File: src/pwsd_pkg.sv
// shared types and constants for the pairwise squared distance block
// no dependencies
`timescale 1ns / 1ps

package pwsd_pkg;

    localparam int unsigned FEAT_W  = 16;
    localparam int unsigned CFG_W   = 5;
    localparam int unsigned IDX_W   = 6;
    localparam int unsigned DIST_W  = 36;
    localparam int unsigned SQ_W    = 34;
    localparam logic [DIST_W-1:0] DIST_MAX = {DIST_W{1'b1}};

    typedef struct packed {
        logic              valid;
        logic              add;
        logic [IDX_W-1:0]  row;
        logic [IDX_W-1:0]  col;
        logic              last;
        logic              ovf;
        logic [DIST_W-1:0] sum;
    } t_tok;

    typedef struct packed {
        logic [IDX_W-1:0]  row;
        logic [IDX_W-1:0]  col;
        logic [DIST_W-1:0] distance;
        logic              last;
        logic              ovf;
    } t_res;

    typedef enum logic [2:0] {
        S_IDLE  = 3'b001,
        S_RUN   = 3'b010,
        S_DRAIN = 3'b100
    } t_state;

endpackage

File: src/pwsd_fifo.sv
// small result queue between the cell chain and the output port
// uses pwsd_pkg
`timescale 1ns / 1ps

module pwsd_fifo #(
    parameter int unsigned DEPTH = 4
) (
    input  logic                       i_clk,
    input  logic                       i_rst_n,
    input  logic                       i_push,
    input  pwsd_pkg::t_res             i_data,
    input  logic                       i_pop,
    output pwsd_pkg::t_res             o_data,
    output logic [$clog2(DEPTH+1)-1:0] o_count
);
    import pwsd_pkg::*;

    localparam int unsigned PW = $clog2(DEPTH);
    localparam int unsigned CW = $clog2(DEPTH + 1);

    t_res          r_mem [DEPTH];
    logic [PW-1:0] r_wptr;
    logic [PW-1:0] r_rptr;
    logic [CW-1:0] r_count;

    always_ff @(posedge i_clk) begin
        if (i_push) begin
            r_mem[r_wptr] <= i_data;
        end
    end

    always_ff @(posedge i_clk) begin
        if (!i_rst_n) begin
            r_wptr  <= '0;
            r_rptr  <= '0;
            r_count <= '0;
        end else begin
            if (i_push) begin
                r_wptr <= (r_wptr == PW'(DEPTH - 1)) ? '0 : r_wptr + 1'b1;
            end
            if (i_pop) begin
                r_rptr <= (r_rptr == PW'(DEPTH - 1)) ? '0 : r_rptr + 1'b1;
            end
            r_count <= r_count + CW'(i_push) - CW'(i_pop);
        end
    end

    assign o_data  = r_mem[r_rptr];
    assign o_count = r_count;

endmodule

File: config.mk
export PLATFORM = sky130hd
export DESIGN_NAME = pwsd_fifo
export DESIGN_NICKNAME = d
export VERILOG_FILES = /design/src/pwsd_pkg.sv /design/src/pwsd_fifo.sv
export SDC_FILE = /design/constraint.sdc
export NUM_CORES = 1
export LEC_CHECK = 0
export BUFFER_PORTS_ARGS = -buffer_cell sky130_fd_sc_hd__buf_2
export CORE_MARGIN = 2
export CORE_UTILIZATION = 45
export DETAILED_ROUTE_END_ITERATION = 8
export PLACE_DENSITY = 0.75
export SLEW_MARGIN = 20
export SYNTH_ARGS = -nofsm -noshare
export SYNTH_HDL_FRONTEND = slang
export SYNTH_SLANG_ARGS = --single-unit
File: constraint.sdc
create_clock -name i_clk -period 5.7 [get_ports i_clk]
set_input_delay 1.14 -clock i_clk [delete_from_list [all_inputs] [get_ports i_clk]]
set_output_delay 1.14 -clock i_clk [all_outputs]
set_load 0.005 [all_outputs]
**Word-level counts from Yosys, hierarchy flattened**

Memories as Yosys holds them, arrays and structs flattened. A register that Yosys moved wholly into a read port is not among the register bits.
Index checks and enable logic that the tools add are counted.

- Add/sub/neg operators: 4
- Eq/ne operators: 2
- Multiplexer cells: 6

Operator list:

| kind | number |
|---|---|
| 2-to-1 mux 2 bit | 4 |
| adder 2 x 1 -> 2 bit, second input constant | 2 |
| == test 2 bit, second input constant | 2 |
| adder 3 x 1 -> 3 bit | 1 |
| subtractor 3 x 1 -> 3 bit | 1 |
| 2-to-1 mux 1 bit | 2 |

- Register bits after elaboration: 7
- Bits in writable memories: 200
- Input port bits: 54
- Output and inout bits: 53
- Word-level logic and storage cells: 16
- Memories: 1

Memory list:

| name | depth | width | rd ports | clocked after memory_dff | write ports | RTL line | text |
|---|---|---|---|---|---|---|---|
| r_mem | 4 | 50 | 1 | 1 | 1 | pwsd_fifo.sv:21 | `t_res r_mem [DEPTH];` |

**Depth between registers and ports, before layout**

Gate-level depths: netlist (run 1).

- Word-level depth: 4
- Gate-level depth with buffers: 8
- Mapped depth without buffers: 8

**Least setup slack after synthesis (run 1)**

OpenSTA, ideal clock, no wires.

- Path kind: input -> register
- Start: input port i_push
- End: memory r_mem[0][0] (netlist bit) (enable)
- Setup time: 0.413 ns
- Arrival: 2.334 ns
- Required time: 5.287 ns
- Path slack: 2.953 ns
- Cell stages on the path: 1
- Path buffers: 0
- Cell sequence: and2_1

- Longest elaborated chain between the ends: 2

Ends and longest elaborated chain:

| item | RTL line | text |
|---|---|---|
| from (decl) | pwsd_fifo.sv:10 | `input logic i_push,` |
| 2-to-1 mux 1 bit | pwsd_fifo.sv:27 | `if (i_push) begin` |
| 2-to-1 mux 1 bit (implied by the code) | pwsd_fifo.sv:28 | `r_mem[r_wptr] <= i_data;` |
| to (decl) | pwsd_fifo.sv:21 |  |

Every way passes these cells.

==> results of run 1 <==
-- cells by family after synthesis --
family	count (synthesis)	share of synthesized area, %
DFF	209	80.2
muxes	52	14.9
buffers and inverters	18	2.11
and+or+nand+nor	13	0.990
adders and majority gates	8	1.40
AOI/OAI and AO/OA	2	0.130
xor gates and xnor gates	1	0.292
-- sequential cells by signal, indices dropped and copies added, names as in the netlist, named ones only --
name     flops
r_rptr       2
r_mem      200
r_wptr       2
o_count      3
-- power groups by stage --
stage	Combinational (mW)	Clock (mW)	Sequential, mW
final	0.260	1.28	1.78
after global routing	0.286	1.37	1.79
after CTS	0.253	1.32	1.79
after detailed placement	0.252	0	1.83
after global placement	0.244	0	1.82
after floorplan	0.164	0	1.80
-- per-layer routing --
metal	track usage [%]	share of wire (%)	wire length, um
met5	0	0.098	13
met4	4.39	1.8	239
met3	3.23	5.6	745
met2	26.5	51	6790
met1	19.2	41	5410
-- critical path, stage by stage, from the launching register on --
cell and delay [ps]:
dfxtp_2 640, buf_4 530, mux4_2 420, buf_2 150
-- how the worst max path moves through the flow --
| stage | start | endpoint | slack (ps) | cells past startpoint |
|---|---|---|---|---|
| global route | flop | o_data[47] | 2170 | 3 |
| CTS | flop | o_data[47] | 2140 | 2 |
| global placement | flop | o_data[47] | 2660 | 2 |
| detailed placement | flop | o_data[47] | 2660 | 2 |
| floorplan | i_push | r_mem[0][0] | 2950 | 1 |
| finish | flop | o_data[47] | 2320 | 3 |
-- layout make-up --
cell class / count / area (um^2) / area share [%]
clock buffers: 25 / 541 / 5.94
clock inverters: 12 / 100 / 1.10
flip-flops and latches: 209 / 6190 / 68.1
well taps: 220 / 275 / 3.03
multi-input cells: 76 / 1370 / 15.0
repair buffers: 112 / 596 / 6.55
inverters: 6 / 22.5 / 0.248
-- cell usage in the layout (no fill, tap or decap), types with 4 or more instances in the layout --
cell type,Yosys,layout
buf_2,5,106
and2_2,0,4
buf_4,0,5
dfxtp_1,9,7
clkbuf_16,0,21
clkbuf_1,0,4
mux4_2,50,50
ha_1,7,7
clkinv_1,0,8
inv_1,6,6
nor2_1,4,4
edfxtp_1,200,200
==> results.md, run 1 <==
- The flow ran to the end, and the final reports show no timing, DRC or antenna violations.
- The count of endpoints failing setup in the final report is 0.
- Ranked by instance count, the synthesized netlist is headed by edfxtp_1 (200), mux4_2 (50), dfxtp_1 (9), ha_1 (7), inv_1 (6).
- The final cycle utilization of the critical path is 59.2%.
- The number of max-slew violations in the final report is 0.
- The worst register-to-register path ends at r_mem[0][6].
- The share of synthesized area occupied by flip-flops and latches is 80.2%.
- Measured on the finished design, the core utilization comes to 54.6%.
- Setup repair after global routing left no endpoint under its margin.
- The number of nets in the synthesized netlist is approximately 370.
- The power share of the combinational group is 7.8%.
- The clock passes through at most 3 buffers.
- The source-to-sink clock delay at the later pin of the worst-skew pair is 480 ps.
- The total clock sinks is 209.
- The number of cells on the worst reg-to-reg path is 4.
- The initialized floorplan defines 47 standard-cell rows.
- The number of instances in the placed design is 622.
- The tightest hold path in the finished design has a slack of 505 ps.
- The post-detailed-placement half-perimeter wirelength is 7.45 mm.
- For this run, the number of standard cells in the final layout without fillers is 660.
- The worst setup path is captured at an output port.
- Before CTS, the worst setup slack after placement is ~2700 ps.
- After clock tree synthesis, the repair step resized 0 gates.
- Summed over all cells, the static leakage comes to 3.10 nW.
- The internal power component is 2.65 mW.
- The startpoint identified for the worst hold timing path is r_rptr[0].
- The worst hold path was traced through 2 stages.
- The total grt overflow is 0.
- The routed wirelength normalized by instance count is 20.0 um.
- The worst setup path is launched from a flop.
- The post-layout net count is 488.
- The arrival time at the worst endpoint is 2240 ps.
- The quantity of I/O buffers inserted on ports is between 100 and 150.
- The area of the core region is 16600 um^2.
- The routability congestion estimate is ~0.64.
- The floorplan die width is 135 um.
- The number of hold buffers added after CTS was 0.
- The fraction of synthesized cell area taken by the top area cell type is 77.9%.
- The detailed router placed 3475 vias in this run.
- The number of distinct standard cells referenced by the synthesized netlist is 17.
- The overall track demand over capacity in global routing is between 15 and 20%.
- The boundary pin count is 107.
- The most used flip-flop cell after synthesis is edfxtp_1.
- The CTS H-tree depth is 1.
- Timing would allow up to a little under 300 MHz.
- The via count of the first global-routing pass is about 3800.
- The number of buffers added by the clock tree synthesis step is 21.
- Of the total power, the clock network draws between 30% and 40%.
- Power spread over the standard cell area amounts to 365 nW/um^2.
- The netlist area before placement is 7710 um^2.
- Counting flops and latches in the post-synthesis netlist gives 209.
- The path class of the lowest-slack min-delay path is reg2reg.
- The wire length of the first global-routing pass is 21.0 mm.
- The number of design-rule violations left by the first detailed-router iteration is around 150.
- The detail route stage leaves a number of antenna-violating nets equal to 0.
- The synthesized netlist cell count is ~300.
- The repair_antennas step left the layout with diodes totalling 0.
- Entering global routing, the biggest net connects 51 pins.
- The number of setup buffers added after CTS is 0.
- In the post-synthesis netlist, the biggest area contributors are edfxtp_1 (78%), mux4_2 (15%), dfxtp_1 (2.3%), buf_12 (1.3%), ha_1 (1.1%).
- The worst setup path is of the reg2out kind.
- The number of antenna violations at the first check in global routing is 1.
- The hold violation total from the final report is 0.
- Yosys mapped a number of flops with a built-in enable equal to 200.
- The required time of the critical path is approximately 4600 ps.
- The biggest area contributor in the post-synthesis netlist is edfxtp_1.
- The area added between synthesis and finish is 17.9%.
- The floorplan step defined a die boundary enclosing 18200 um^2.
- The smallest clock period supported by the final layout is computed as 3380 ps.
- The overall power of the completed layout is approximately 3.3 mW.
- The routed wire length is 13.2 mm.
- The tree is rooted in a clkbuf_16.
- The cell with the most instances after synthesis is edfxtp_1.
- The clock transition at the registers of the reported paths is 60 ps.
- The max capacitance violation total is 0.
- For the pin with the worst max-slew slack, the measured transition is 806 ps.
- Yosys printed 0 warnings.
- Dividing the detail-routed via count by the number of cells gives 5.27.
- The layout has around 1300 filler cells.
- The peak supply drop is 205 uV.
- After routing the design area is 9090 um^2.
- The fraction of final layout cells sized beyond drive strength 1 is between 40 and 50%.
- Clock skew on the completed layout was measured at 6.03 ps.
- The largest fanout of any net on the critical path is 33.
- The worst register-to-register path begins at r_wptr[0].
- The switching share of power is 20.1%.
- The net load switching power is 0.669 mW.
- The total placed instance area is approximately 8400 um^2.
- The setup check on the worst reg-to-reg path leaves a slack of roughly 3800 ps.
- The worst setup slack after layout is 2320 ps.
- The first detailed-routing pass took 4 iterations.
- The fraction of registers with async set/reset is 0%.
- The count of unresolved DRC violations after routing is 0.
- Sequential cells burn 53.7% of the power.
- Once the floorplan was initialized, standard cells occupied 46.3% of the core.
- The vertical die dimension is 135 um.
- The worst max-slew margin expressed relative to the limit is 46.2%.
- Dividing the synthesized area by the synthesized cell count gives 25.4 um^2.
- Setup total negative slack on the finished layout was measured at 0 ps.
- The TritonCTS clock tree is yes.
Note: power is estimated with default switching activity, not from simulation.
==> run 2: changes to the inputs <==
==> constraint.sdc (replaced) <==
create_clock -name i_clk -period 3.12 [get_ports i_clk]
set_input_delay 0.624 -clock i_clk [delete_from_list [all_inputs] [get_ports i_clk]]
set_output_delay 0.624 -clock i_clk [all_outputs]
set_load 0.005 [all_outputs]
==> run 2 against run 1 <==
Compared with the run above:
- via count shrank 0.52%
- hold slack worse by 160 ps
- largest cell class unchanged
- cell count grew 0.91%
- highest routed layer unchanged
- power rose by 93%
==> results.md, run 2 (same netlist as run 1, synthesis figures left out) <==
- The flow ran to the end, and the final reports show no timing, DRC or antenna violations.
- The source-to-sink clock delay at the later pin of the worst-skew pair is 490 ps (about the same).
- The overall power of the completed layout is 6.41 mW (+93%).
- The final-layout fill cell count is 1236 (-1.7%).
- The cts-stage hold buffer count came to 0 (unchanged).
- The setup TNS after final layout is 0 ps (unchanged).
- The initial core utilization came to 46.3% (unchanged).
- Of the available clock period, the critical path in the final layout requires 88.2%.
- The overall track demand over capacity in global routing was 15.5% (+0.32 points).
- Leaving out fill and tap cells, the most frequent cell in the layout is edfxtp_1.
- The total grt overflow is 0 (unchanged).
- The classification of the worst setup path is reg2out.
- The number of design-rule violations left by the first detailed-router iteration is 186 (+26%).
- Setup repair after global routing left no endpoint under its margin.
- The fraction of final layout cells sized beyond drive strength 1 was 46.2% (+1.9 points).
- For the finished layout, the period the worst path requires is 2750 ps.
- The number of setup buffers added after CTS is 0 (unchanged).
- The register ranked first by flip-flop count is r_mem.
- The buffer type at the clock tree root is clkbuf_16.
- The largest fanout of any net on the critical path is 37 (+12%).
- The post-layout net count came to 492 (+0.82%).
- The routed wirelength normalized by instance count was 20.3 um (+1.7%).
- The clock transition at the registers of the reported paths is 60 ps (about the same).
- The total number of vias is 3457 (-0.52%).
- The flip-flop count of the largest register, all copies and words added came to 200 (unchanged).
- The largest net degree at the start of global routing was 43 (-16%).
- The boundary pin count is 107 (unchanged).
- The number of buffers added by the clock tree synthesis step is 22 (+4.8%).
- The transition time of the tightest slew-check pin is 555 ps (-251 ps).
- The area of combinational cells with multiple inputs was 1370 um^2 (unchanged).
- The remaining number of nets flagged by the antenna check after routing is 0 (unchanged).
- TritonCTS built the clock tree.
- The library cells used most frequently in the layout, excluding fill and tap cells, are edfxtp_1 (200), buf_2 (106), mux4_2 (50).
- The power per cell area is 693 nW/um^2 (+90%).
- The floorplan die width is 135 um (unchanged).
- The iteration count of the initial detailed-routing pass is 4 (unchanged).
- The total clock sinks is 209 (unchanged).
- The hold violation total from the final report is 0 (unchanged).
- The worst-case hold slack is 343 ps (-161 ps).
- The quantity of I/O buffers inserted on ports was 106 (unchanged).
- The peak supply drop is 495 uV (+140%).
- The routed wire length came to 13.5 mm (+2.6%).
- The count of endpoints failing setup in the final report was 0 (unchanged).
- The setup clock skew after layout is 10.4 ps (+4.36 ps).
- The max capacitance violation total came to 0 (unchanged).
- The wire length of the first global-routing pass is 21.2 mm (+1.2%).
- The via count of the first global-routing pass came to 3820 (+0.29%).
- The vertical die dimension came to 135 um (unchanged).
- The final design instance area without fill was 9250 um^2 (+1.7%).
- The largest buffer count on any clock path is 3 (unchanged).
- The number of max-slew violations in the final report came to 0 (unchanged).
- The per-cell via count in the routed design came to 5.19 (-1.4%).
- The count of instances resized after the clock tree is built is 0 (unchanged).
- The area of the core region was 16600 um^2 (unchanged).
- The path class of the lowest-slack min-delay path is in2reg.
- The CTS H-tree depth came to 1 (unchanged).
- The number of diodes is 0 (unchanged).
- The leakage power summed over all cells was 3.17 nW (+2.4%).
- The area added between synthesis and finish is 19.9%.
- The required time of the critical path came to 2500 ps (-2060 ps).
- The area of all sequential standard cells was 6190 um^2 (unchanged).
- The die area is 18200 um^2 (unchanged).
- The post-detailed-placement half-perimeter wirelength is 8.05 mm (+8.1%).
- The count of unresolved DRC violations after routing came to 0 (unchanged).
- The worst max-slew margin expressed relative to the limit was 63.0% (+17 points).
- Static timing analysis puts the maximum clock frequency at between 300 and 400 MHz.
- The total placed instance area is 8490 um^2 (+0.80%).
- The element type at the critical path start is a flop.
- The number of antenna violations at the first check in global routing came to 1 (unchanged).
- The arrival time at the worst endpoint came to 2130 ps (-110 ps).
- The routability congestion estimate is 0.678 (+5.3%).
- The worst setup path is captured at an output port.
- The number of cell rows is 47 (unchanged).
run 2: cell count changes in the layout (fill, tap and decap cells not counted):
cell / previous run / this run
clkbuf_16: 21 / 23
buf_16: 1 / 0
clkinvlp_4: 0 / 2
buf_4: 5 / 6
buf_12: 0 / 3
clkinv_2: 2 / 4
bufinv_16: 2 / 4
clkinv_1: 8 / 3
run 2: path summary, 6_finish.rpt:
| check | startpoint | cells after the start | end | slack, ps |
|---|---|---|---|---|
| setup / recovery | flop | 3 | o_data[31] | 370 |
| hold / removal | i_data[23] | 1 | r_mem[0][23] | 340 |
| setup reg to reg | r_wptr[0] | 4 | r_mem[2][9] | 1350 |
| hold reg to reg | r_rptr[0] | 2 | flop | 530 |
run 2: layout make-up:
cell class	instances	area share [%]
Sequential cell	209	66.9
Tap cell	220	2.98
Timing Repair Buffer	115	6.87
Multi-Input combinational cell	76	14.8
Clock buffer	27	6.39
Clock inverter	13	1.80
Inverter	6	0.244
run 2: critical path, stage by stage, from the launching register on:
cell and delay (ps):
dfxtp_4 530, buf_12 340, mux4_2 580, buf_2 150
run 2: routing by layer:
metal,vias up,part of all wire [%],GRT usage [%]
li1,1533,-,-
met1,1810,40,19.2
met2,94,52,27.1
met3,18,6.0,4.35
met4,2,2.0,3.68
met5,-,0.059,0
run 2: through the flow:
step | cells | utilization, % | setup WS [ps]
final | 666 | 55.6 | 368
after global routing | 666 | 55.6 | 239
after CTS | 666 | 55.6 | 305
after detailed placement | 626 | 51.0 | 839
after global placement | 626 | 51.0 | 845
after floorplan | 303 | - | 889
run 2: power by group:
part / leakage, nW / switching, mW / total, mW / internal, mW
logic: 0.895 / 0.225 / 0.482 / 0.257
registers: 1.91 / 0.0516 / 3.26 / 3.20
clock network: 0.365 / 1.00 / 2.68 / 1.68
