--- src/pwsd_pkg.sv ---
// shared types and constants for the pairwise squared distance block
// no dependencies
`timescale 1ns / 1ps

package pwsd_pkg;

    localparam int unsigned FEAT_W  = 16;
    localparam int unsigned CFG_W   = 5;
    localparam int unsigned IDX_W   = 6;
    localparam int unsigned DIST_W  = 36;
    localparam int unsigned SQ_W    = 34;
    localparam logic [DIST_W-1:0] DIST_MAX = {DIST_W{1'b1}};

    typedef struct packed {
        logic              valid;
        logic              add;
        logic [IDX_W-1:0]  row;
        logic [IDX_W-1:0]  col;
        logic              last;
        logic              ovf;
        logic [DIST_W-1:0] sum;
    } t_tok;

    typedef struct packed {
        logic [IDX_W-1:0]  row;
        logic [IDX_W-1:0]  col;
        logic [DIST_W-1:0] distance;
        logic              last;
        logic              ovf;
    } t_res;

    typedef enum logic [2:0] {
        S_IDLE  = 3'b001,
        S_RUN   = 3'b010,
        S_DRAIN = 3'b100
    } t_state;

endpackage

--- src/pwsd_cell.sv ---
// one cell of the distance chain: holds one element of the new row and adds
// its squared difference against the broadcast stored element; uses pwsd_pkg
`timescale 1ns / 1ps

module pwsd_cell #(
    parameter int unsigned IDX    = 0,
    parameter int unsigned CNT_W  = 5
) (
    input  logic                       i_clk,
    input  logic                       i_rst_n,
    input  logic                       i_load,
    input  logic [pwsd_pkg::FEAT_W-1:0] i_load_value,
    input  logic [CNT_W-1:0]           i_cnt,
    input  logic [pwsd_pkg::FEAT_W-1:0] i_stored,
    input  pwsd_pkg::t_tok             i_tok,
    output pwsd_pkg::t_tok             o_tok
);
    import pwsd_pkg::*;

    logic [FEAT_W-1:0]       r_x;
    t_tok                    r_tok;
    t_tok                    n_tok;
    logic signed [FEAT_W:0]  diff;
    logic signed [SQ_W-1:0]  prod;
    logic [DIST_W:0]         acc;
    logic                    active;

    always_ff @(posedge i_clk) begin
        if (i_load) begin
            r_x <= i_load_value;
        end
    end

    always_comb begin
        diff   = $signed({r_x[FEAT_W-1], r_x}) - $signed({i_stored[FEAT_W-1], i_stored});
        prod   = diff * diff;
        acc    = {1'b0, i_tok.sum} + {{(DIST_W + 1 - SQ_W){1'b0}}, prod};
        active = i_tok.add && (CNT_W'(IDX) < i_cnt);
        n_tok  = i_tok;
        if (active) begin
            n_tok.sum = acc[DIST_W] ? DIST_MAX : acc[DIST_W-1:0];
        end
    end

    always_ff @(posedge i_clk) begin
        if (!i_rst_n) begin
            r_tok.valid <= 1'b0;
        end else begin
            r_tok.valid <= n_tok.valid;
        end
        r_tok.add  <= n_tok.add;
        r_tok.row  <= n_tok.row;
        r_tok.col  <= n_tok.col;
        r_tok.last <= n_tok.last;
        r_tok.ovf  <= n_tok.ovf;
        r_tok.sum  <= n_tok.sum;
    end

    assign o_tok = r_tok;

endmodule

--- config.mk ---
export PLATFORM = sky130hd
export DESIGN_NAME = pwsd_cell
export DESIGN_NICKNAME = d
export VERILOG_FILES = /design/src/pwsd_pkg.sv /design/src/pwsd_cell.sv
export SDC_FILE = /design/constraint.sdc
export NUM_CORES = 1
export LEC_CHECK = 0
export BUFFER_PORTS_ARGS = -buffer_cell sky130_fd_sc_hd__buf_2
export CAP_MARGIN = 20
export CORE_MARGIN = 5
export CORE_UTILIZATION = 55
export CTS_CLUSTER_SIZE = 28
export DETAILED_ROUTE_END_ITERATION = 16
export GPL_TIMING_DRIVEN = 0
export HOLD_SLACK_MARGIN = 0.05
export PLACE_DENSITY = 0.82
export SLEW_MARGIN = 20
export SYNTH_ARGS = -nofsm -noshare
export SYNTH_HDL_FRONTEND = slang
export SYNTH_SLANG_ARGS = --single-unit
--- constraint.sdc ---
create_clock -name i_clk -period 20.2 [get_ports i_clk]
set_input_delay 3.03 -clock i_clk [delete_from_list [all_inputs] [get_ports i_clk]]
set_output_delay 3.03 -clock i_clk [all_outputs]
set_load 0.005 [all_outputs]
Yosys cells after proc, flatten, opt, wreduce, memory -nomap -nowiden:

Index checks and enable logic that the tools add are counted.
W data, S select, Z words.

* $add $sub $neg: 2
* $mul: 1
* order comparisons: 1
* multiplexer cells: 2
* reduce and logical (&&, ||, !) cells: 1

Operators with widths (count)
* $mux W36: 2
* $add A36 B34 Y37: 1
* $mul A17 B17 Y34: 1
* $sub A16 B16 Y17: 1
* $lt A1 B5 Y1 const A: 1
* $logic_and A1 B1 Y1: 1

* register bits: 68
* logic and storage cells: 15

Logic depth before layout (Yosys ltp):

Gate-level depths: netlist of run 1.

* word-level depth: 5
* gate-level depth with buffers: 47

Worst setup path before layout of run 1:

No wires, ideal clock.

* kind: input to register
* start point: in i_stored[0] in the netlist's numbering
* end point: reg r_tok, in the netlist o_tok[30]
* setup time: 138 ps
* data arrival time: 11799 ps
* required time: 20062 ps
* setup slack: 8263 ps
* stages on the path: 41
* path buffers: 3
* path through: ha_1 -> fa_1 -> nor2b_1 -> o21ai_1 -> a21boi_1 -> o21ai_2 -> a21oi_1 -> a21o_1 -> a21oi_1 -> xnor2_1 -> buf_2 -> nand2_1 -> fa_1 -> fa_1 -> fa_1 -> inv_1 -> fa_1 -> fa_1 -> (+5 left out) -> a211oi_2 -> a211o_1 -> a311oi_2 -> o21ai_0 -> a21boi_0 -> or4_1 -> nand3_1 -> ha_1 -> a21o_1 -> a21oi_1 -> o31ai_1 -> o21ai_0 -> nand3_2 -> and4_4 -> inv_2 -> buf_6 -> buf_6 -> a31oi_2

RTL lines
* start, declared: line pwsd_cell.sv:14 `input logic [pwsd_pkg::FEAT_W-1:0] i_stored,`
* end, declared: line pwsd_cell.sv:21 `t_tok r_tok;`

==> results of run 1 <==
-- logic make-up after synthesis --
group	count (synthesis)
buf+inv	379
compound gates	231
flops	68
simple gates	359
fa+ha+maj	409
xor+xnor	80
mux	2
-- state kept, by name, summed over array words and instances, names as in the netlist --
signal,count
o_tok,52
r_x,16
-- metrics by stage --
| stage | instance area, µm² | utilization [%] | cells | hold slack, ns |
|---|---|---|---|---|
| 2_1_floorplan | 14010 | - | 1528 | 1.063 |
| 6_report | 15480 | 61.67 | 2018 | 1.374 |
| 3_5_place_dp | 15150 | 60.35 | 2002 | 1.367 |
| 3_3_place_gp | 15140 | 60.29 | 2001 | 1.353 |
| 4_1_cts | 15450 | 61.55 | 2018 | 1.373 |
| 5_1_grt | 15480 | 61.67 | 2018 | 1.461 |
-- routing by layer --
layer	GRT usage, %	share of wire [%]
met5	0	0
met4	10.01	4.0
met3	4.007	7.6
met2	44.45	49
met1	34.23	39
-- cell usage after synthesis (9+ instances only) --
cell type and instances:
edfxtp_1 16, nor2_1 138, fa_1 271, inv_1 338, ha_1 138, nand3_1 16, dfxtp_1 52, a31oi_1 30
a21o_1 34, o21bai_1 9, nand2b_1 12, xor2_1 29, clkbuf_1 21, nor3_1 13, nand2_1 135, a21oi_1 59
o21ai_0 26, xnor2_1 51, o21a_1 9, o211ai_1 9
-- final timing paths --
path | to | slack [ns] | cells past startpoint
setup reg to reg | o_tok[26] | 9.33 | 41
hold reg to reg | o_tok[0] | 1.37 | 6
hold / removal | o_tok[0] | 1.37 | 6
setup / recovery | o_tok[26] | 6.88 | 44
-- cell usage in the layout (no fill, tap or decap), types with 12 or more instances in the layout --
cell type and n:
dfxtp_1 52, o21ai_0 26, nor2_1 138, nand2_1 135, a21oi_1 59, inv_1 338
edfxtp_1 16, clkbuf_1 21, xnor2_1 47, a21o_1 34, fa_1 271, nand3_1 16
ha_1 138, nand2b_1 12, buf_2 149, a31oi_1 30, xor2_1 28, nor3_1 13
-- layout make-up --
| class | instances | share of cell area, % |
|---|---|---|
| clock inverters | 6 | 0.3313 |
| well taps | 330 | 2.666 |
| flip-flops and latches | 68 | 9.825 |
| inverters | 347 | 8.428 |
| clock buffers | 10 | 1.616 |
| multi-input cells | 1081 | 71.44 |
| plain buffers | 32 | 1.018 |
| repair buffers | 144 | 4.670 |
-- worst max-delay path: cells and delay by family --
kind	cells	cell delay (ns)
XOR/XNOR	1	0.34
buffers and inverters	11	1.61
adder cells (fa/ha/maj)	10	4.43
AND/OR/NAND/NOR	7	1.03
AO/OA/AOI/OAI	15	3.08
==> reports/metrics.yaml, run 1 <==
status:
  status: "finished, final reports clean"
drt:
  wl_per_cell_um: 17.99
  viasPerCell: 5.551
  drc_errors: 0
  wl_um: 36310
  antenna_left: 0
  drt_first_pass_iters: 6
  vias: 11200
  drt-initial-drc-count: 787
die:
  start_util_pct: 55.80
  core_area_um2: 25110
  core.rowCount: 58
  dieArea_um2: 28760
  die_width_um: 169.6
  io_pins: 144
  die_h_um: 169.6
setup_path:
  crit_path_end_kind: "flip-flop"
  cp_slowest_cell: "fa_1"
  startpoint_type: "input pin"
  startpoint: "i_stored[0]"
  r2r-start: "r_x[0]"
  crit_top_cell: "fa_1"
  critPathMaxFanout: 10
  crit_type: "input pin to flip-flop"
  cp.required_ns: 20.41
  slowest_delay_ns: 0.61
  critPathArrivalTime_ns: 13.53
cts:
  cts_max_level: 3
  cts-buffers-inserted: 9
  clk_pin_slew_ns: 0.08
  cts_hold_buf: 0
  cts_root_buffer: "clkbuf_16"
  cts_buffer_depth: 2
  cts_setup_buffers: 0
  clock-sinks: 68
  cts_resized: 0
  clk_latency_ns: 0.36
  cts_tree: "built"
sta:
  tns_ns: 0
  skew_ns: 0.02262
  finalCriticalPeriod_ns: 13.32
  rsz0062_at_grt: "no"
  timing.final.crit_share_pct: 65.93
  relSlewSlack_pct: 21.38
  maxClockFrequency_mhz: 75.08
  slew_viol_final: 0
  finalSetupViolations: 0
  worst_pin_slew_ns: 1.171
  finalHoldViolCount: 0
  fin_ws_ns: 6.881
synthesis:
  syn_area_per_cell_um2: 9.169
  synth_top_area_share_pct: 38.72
  synth_top_cell_by_area: "fa_1"
  synth.area.top_cells: "fa_1 (39%), ha_1 (12%), inv_1 (9.1%), dfxtp_1 (7.4%), nor2_1 (3.7%)"
  synth_edf_count: 16
  synthSimpleGateAreaFrac_pct: 11.22
  synth_compound_area_share_pct: 11.28
  synth.distinct_cells: 71
  ys_ff_latch: 68
  synth-xor-area-share_pct: 5.001
  synth_warnings: 0
  syn_area_um2: 14010
  synth-adder-area-share_pct: 51.05
  synth_async_sr_flop_share_pct: 0
  synth_cells: 1528
  synthFlopType: "dfxtp_1"
  syn_nets: 2029
  synth_top_family_by_area: "adder cells"
  ys_seq_area_share_pct: 10.86
  yosys-mux-area-fraction_pct: 0.1518
global_route:
  antenna_found_initial: 0
  grt_pass1_wl_um: 60240
  grt_usage_pct: 26.27
  grt_overflow: 0
  grt_max_degree: 17
  grt_pass1_vias: 12130
place:
  place.port_buffers: 143
  dp_hpwl_um: 30760
  place.gp.congestion: 0.9287
  pre_cts_ws_ns: 6.468
cells_and_area:
  multiInputGateArea_um2: 11060
  area_delta_synth_final_pct: 10.53
  fillCellCount: 2124
  n_antenna_cell: 0
  nNetsFinal: 2184
  seq_area_um2: 1521
  drive_gt1_share_pct: 12.38
worst_hold_path:
  min-delay-start: "r_x[0]"
  hp-class: "flip-flop to flip-flop"
job:
  maxCapViolCount: 0
Power of run 1 is not shown: default switching activity piles up to over one toggle a cycle in this logic, so the estimate is an artifact.
==> run 2: changes to the inputs <==
Settings changed: PLACE_DENSITY 0.82 to 0.85.
Clock period 20.2 ns to 12.2 ns, I/O delays scaled along.
==> run 2 against run 1 <==
First-iteration DRC count rose by 2.4%. Design area rose by 0.26%. Clock-buffer cell count did not move. Via count fell by 0.29%. Sequential share of layout area barely moved.
==> reports/metrics.yaml, run 2 (synthesized netlist as in run 1, its figures left out) <==
drt:
  wl_um: 36200  # was 36310 µm
  drt-initial-drc-count: 806  # was 787
  drt_first_pass_iters: 5  # was 6
  viasPerCell: 5.538  # was 5.551
  antenna_left: 0  # unchanged
  wl_per_cell_um: 17.95  # was 17.99 µm
  vias: 11170  # was 11.20k
  drc_errors: 0  # unchanged
global_route:
  grt_usage_pct: 26.09  # was 26.27%
  grt_pass1_wl_um: 60290  # was 60240 µm
  antenna_found_initial: 0  # unchanged
  grt_overflow: 0  # unchanged
  grt_pass1_vias: 12100  # was 12.13k
  grt_max_degree: 17  # unchanged
setup_path:
  critPathMaxFanout: 10  # unchanged
  startpoint_type: "input pin"  # unchanged
  timing.rr.end: "o_tok[35]"  # was o_tok[26]
  critPathArrivalTime_ns: 11.87  # was 13.53 ns
  slowest_delay_ns: 0.80  # was 0.61 ns
  cp.required_ns: 12.44  # was 20.41 ns
  cp_slowest_cell: "xnor2_1"  # was fa_1
  crit_type: "input pin to flip-flop"  # unchanged
  crit_path_end_kind: "flip-flop"  # unchanged
  r2r-start: "r_x[0]"  # unchanged
  rrSetupSlack_ns: 1.76  # was 9.33 ns
  rr_worst_depth: 39  # was 41
worst_hold_path:
  min-delay-start: "r_x[0]"  # unchanged
  hp-class: "flip-flop to flip-flop"  # unchanged
  hold_depth: 6  # unchanged
  worst_hold_path.endpoint: "o_tok[0]"  # unchanged
job:
  maxCapViolCount: 0  # unchanged
cells_and_area:
  drive_gt1_share_pct: 12.57  # was 12.38%
  final_common_cell: "inv_1"  # unchanged
  mostFrequentLayoutCells: "inv_1 (338), fa_1 (271), buf_2 (149)"  # unchanged
  instances_no_fill: 2017  # was 2018
  fillCellCount: 2079  # was 2124
  area_delta_synth_final_pct: 10.82  # was 10.53%
  largest_reg_flops: 52  # unchanged
  nNetsFinal: 2183  # was 2184
  n_antenna_cell: 0  # unchanged
cts:
  cts_buffer_depth: 2  # unchanged
  clk_pin_slew_ns: 0.07  # was 0.08 ns
  cts-buffers-inserted: 9  # unchanged
  clock-sinks: 68  # unchanged
  clk_latency_ns: 0.36  # about the same
  cts_tree: "built"  # unchanged
  cts_setup_buffers: 0  # unchanged
  cts_max_level: 3  # unchanged
  cts_root_buffer: "clkbuf_16"  # unchanged
die:
  core_area_um2: 25110  # unchanged
  core.rowCount: 58  # unchanged
  die_width_um: 169.6  # unchanged
  io_pins: 144  # unchanged
  start_util_pct: 55.80  # unchanged
  dieArea_um2: 28760  # unchanged
  die_h_um: 169.6  # unchanged
status:
  status: "finished, final reports clean"  # unchanged
sta:
  timing.final.crit_share_pct: 95.35
  finalHoldViolCount: 0  # unchanged
  slew_viol_final: 0  # unchanged
  worst_pin_slew_ns: 1.209  # was 1.171 ns
  finalCriticalPeriod_ns: 11.63
  maxClockFrequency_mhz: 85.96
  relSlewSlack_pct: 19.12  # was 21.38%
  finalSetupViolations: 0  # unchanged
  skew_ns: 0.02184  # was 0.02262 ns
place:
  dp.cells: 2001  # was 2002
  place.port_buffers: 143  # unchanged
  place.gp.congestion: 0.9275  # was 0.9287
  dp_hpwl_um: 30740  # was 30760 µm
[run 2: changes by cell type in the layout (fill, tap and decap cells not counted), sizes merged]
cell | previous run | this run
buf | 155 | 154
clkinvlp | 1 | 2
clkinv | 4 | 3
[run 2: cell type report]
| type | instances | area, µm² | area share (%) |
|---|---|---|---|
| Tap cell | 330 | 412.9 | 2.660 |
| Sequential cell | 68 | 1521 | 9.800 |
| Buffer | 32 | 158.9 | 1.024 |
| Clock inverter | 6 | 52.55 | 0.3385 |
| Timing Repair Buffer | 143 | 715.7 | 4.610 |
| Clock buffer | 10 | 250.2 | 1.612 |
| Multi-Input combinational cell | 1081 | 11110 | 71.55 |
| Inverter | 347 | 1305 | 8.406 |
[run 2: repair_timing]
action                                  4_1_cts  5_1_grt
gates resized for setup                       0       14
hold buffers                                  0        0
endpoints found under the setup margin        0       36
[run 2: worst max path at each step]
stage	from	to	slack, ns	cells after the start
4_1_cts	i_stored[0]	o_tok[24]	0.07	43
3_3_place_gp	i_stored[0]	o_tok[24]	-0.22	43
3_5_place_dp	i_stored[0]	o_tok[24]	-0.22	44
6_report	i_stored[2]	o_tok[35]	0.57	39
2_1_floorplan	i_stored[0]	o_tok[30]	1.46	41
5_1_grt	i_stored[0]	o_tok[26]	-0.009	40
[run 2: metal layers]
metal	vias up	global-route usage, %	routed length [µm]
met2	468	44.21	18010
met1	5524	34.07	14150
met4	0	7.805	1037
li1	5089	-	-
met3	89	5.218	3002
met5	-	0	0
[run 2: worst max-delay path: cells and delay by family]
kind	cells	cell delay (ns)
AOI/OAI and AO/OA	17	3.52
adders and majority gates	9	3.72
xor gates and xnor gates	2	1.01
buffers and inverters	7	0.98
muxes	1	0.28
and+or+nand+nor	3	0.49
[run 2: metrics by stage]
step / setup TNS, ns / area, µm² / utilization (%) / hold WS, ns / setup WS [ns]
CTS: 0 / 15440 / 61.50 / 1.377 / 0.07291
global placement: -2.527 / 15140 / 60.29 / 1.344 / -0.2166
finish: 0 / 15520 / 61.83 / 1.377 / 0.5669
global route: -0.008966 / 15520 / 61.83 / 1.452 / -0.008966
detailed placement: -3.312 / 15140 / 60.29 / 1.358 / -0.2214
floorplan: 0 / 14010 / - / 1.063 / 1.463
Power of run 2 is left out for the same reason.
==> run 3: changes to the inputs <==
Settings changed: CORE_ASPECT_RATIO set to 1.1.
==> run 3 against run 2 <==
Register-to-register slack worse by 0.12 ns. Critical path depth rose by 2. Non-clock buffer count grew 1. Cell count down 0.69%. Clock skew shrank 0.014 ns. Clock-buffer cell count did not move. Routed wire length decreased by 0.44%. Sequential share of layout area is essentially flat.
==> reports/metrics.yaml, run 3 (synthesized netlist as in run 1, its figures left out) <==
status:
  status: "finished, final reports clean"  # unchanged
setup_path:
  path_buf_inv: 7  # unchanged
  startpoint: "i_stored[0]"  # was i_stored[2]
  crit_type: "input pin to flip-flop"  # unchanged
  cp.required_ns: 12.38  # was 12.44 ns
  critPathArrivalTime_ns: 11.93  # was 11.87 ns
  critPathMaxFanout: 10  # unchanged
  startpoint_type: "input pin"  # unchanged
  r2r-start: "r_x[0]"  # unchanged
  slowest_delay_ns: 0.58  # was 0.80 ns
  crit_path_end_kind: "flip-flop"  # unchanged
  cp_slowest_cell: "fa_1"  # was xnor2_1
  crit_top_cell: "fa_1"
  crit_family: "adder cells"  # unchanged
cts:
  cts-buffers-inserted: 9  # unchanged
  cts_buffer_depth: 2  # unchanged
  clk_pin_slew_ns: 0.07  # about the same
  cts_root_buffer: "clkbuf_16"  # unchanged
  cts_resized: 0  # unchanged
  clock-sinks: 68  # unchanged
  cts_max_level: 3  # unchanged
  cts_hold_buf: 0  # unchanged
  cts_setup_buffers: 0  # unchanged
  cts_tree: "built"  # unchanged
  clk_latency_ns: 0.36  # about the same
die:
  io_pins: 144  # unchanged
  start_util_pct: 55.62  # was 55.80%
  core.rowCount: 61  # was 58
  core_area_um2: 25190  # was 25110 µm²
  dieArea_um2: 28770  # was 28760 µm²
  die_h_um: 177.4  # was 169.6 µm
  die_width_um: 162.2  # was 169.6 µm
sta:
  slew_viol_final: 0  # unchanged
  finalHoldViolCount: 0  # unchanged
  finalSetupViolations: 0  # unchanged
  timing.final.crit_share_pct: 96.31  # was 95.35%
  skew_ns: 0.007997  # was 0.02184 ns
  relSlewSlack_pct: 18.09  # was 19.12%
  worst_pin_slew_ns: 1.220  # was 1.209 ns
  maxClockFrequency_mhz: 85.11  # was 85.96 MHz
  finalCriticalPeriod_ns: 11.75  # was 11.63 ns
place:
  placed_area_um2: 15130  # was 15140 µm²
  dp_hpwl_um: 30480  # was 30740 µm
  place.port_buffers: 143  # unchanged
  place.gp.congestion: 0.9556  # was 0.9275
cells_and_area:
  drive_gt1_share_pct: 12.86  # was 12.57%
  fillCellCount: 2026  # was 2079
  area_delta_synth_final_pct: 10.99  # was 10.82%
  mostFrequentLayoutCells: "inv_1 (338), fa_1 (269), buf_2 (149)"  # was inv_1 (338), fa_1 (271), buf_2 (149)
  nNetsFinal: 2184  # was 2183
  final_common_cell: "inv_1"  # unchanged
  n_antenna_cell: 0  # unchanged
  largest_reg_flops: 52  # unchanged
  stdcell_area_um2: 15550  # was 15520 µm²
drt:
  drc_errors: 0  # unchanged
  drt-initial-drc-count: 694  # was 806
  drt_first_pass_iters: 7  # was 5
  viasPerCell: 5.562  # was 5.538
  vias: 11140  # was 11.17k
  antenna_left: 0  # unchanged
  wl_um: 36040  # was 36200 µm
  wl_per_cell_um: 17.99  # was 17.95 µm
global_route:
  grt_pass1_wl_um: 59050  # was 60290 µm
  antenna_found_initial: 0  # unchanged
  grt_overflow: 0  # unchanged
  grt_usage_pct: 25.85  # was 26.09%
  grt_pass1_vias: 11940  # was 12.10k
  grt_max_degree: 17  # unchanged
worst_hold_path:
  min-delay-start: "r_x[0]"  # unchanged
  hp-class: "flip-flop to flip-flop"  # unchanged
job:
  maxCapViolCount: 0  # unchanged
-- run 3: area by class of cell --
| type | count | area [µm²] | share of cell area (%) |
|---|---|---|---|
| flip-flops and latches | 68 | 1521 | 9.784 |
| repair buffers | 144 | 723.2 | 4.651 |
| multi-input cells | 1081 | 11110 | 71.46 |
| inverters | 347 | 1305 | 8.392 |
| clock inverters | 6 | 95.09 | 0.6115 |
| clock buffers | 10 | 239.0 | 1.537 |
| plain buffers | 32 | 160.2 | 1.030 |
| well taps | 315 | 394.1 | 2.535 |
-- run 3: stage by stage --
step                      cells  setup slack [ns]  setup TNS, ns  hold slack, ns  utilization (%)
after floorplan            1528             1.463              0           1.063                -
after global placement     1986           -0.2012         -2.255           1.367            60.03
after detailed placement   1987           -0.2730         -4.321           1.388            60.06
after CTS                  2003           0.03554              0           1.411            61.39
after global routing       2003          -0.01678       -0.03301           1.480            61.74
final                      2003            0.4500              0           1.426            61.74
-- run 3: layer usage --
layer | part of all wire, % | track usage [%] | wire, µm | vias to the layer above
met4 | 4.2 | 10.05 | 1519 | 0
met3 | 7.1 | 3.902 | 2570 | 105
met5 | 0 | 0 | 0 | -
met1 | 38 | 32.45 | 13760 | 5492
met2 | 50 | 45.17 | 18180 | 445
li1 | - | - | - | 5099
-- run 3: worst register-to-register path, delay by kind of cell, from the launching register on --
kind	cells	cell delay, ns
buf+inv	8	0.93
compound gates	16	3.22
simple gates	7	1.28
fa+ha+maj	10	4.08
flops	1	0.36
xor+xnor	1	0.53
-- run 3: worst paths after layout --
check	end	slack (ns)	cells after the start
hold / removal	o_tok[0]	1.43	6
setup / recovery	o_tok[23]	0.45	41
hold reg to reg	o_tok[0]	1.43	6
setup reg to reg	o_tok[23]	1.64	42
Power of run 3 is left out for the same reason.
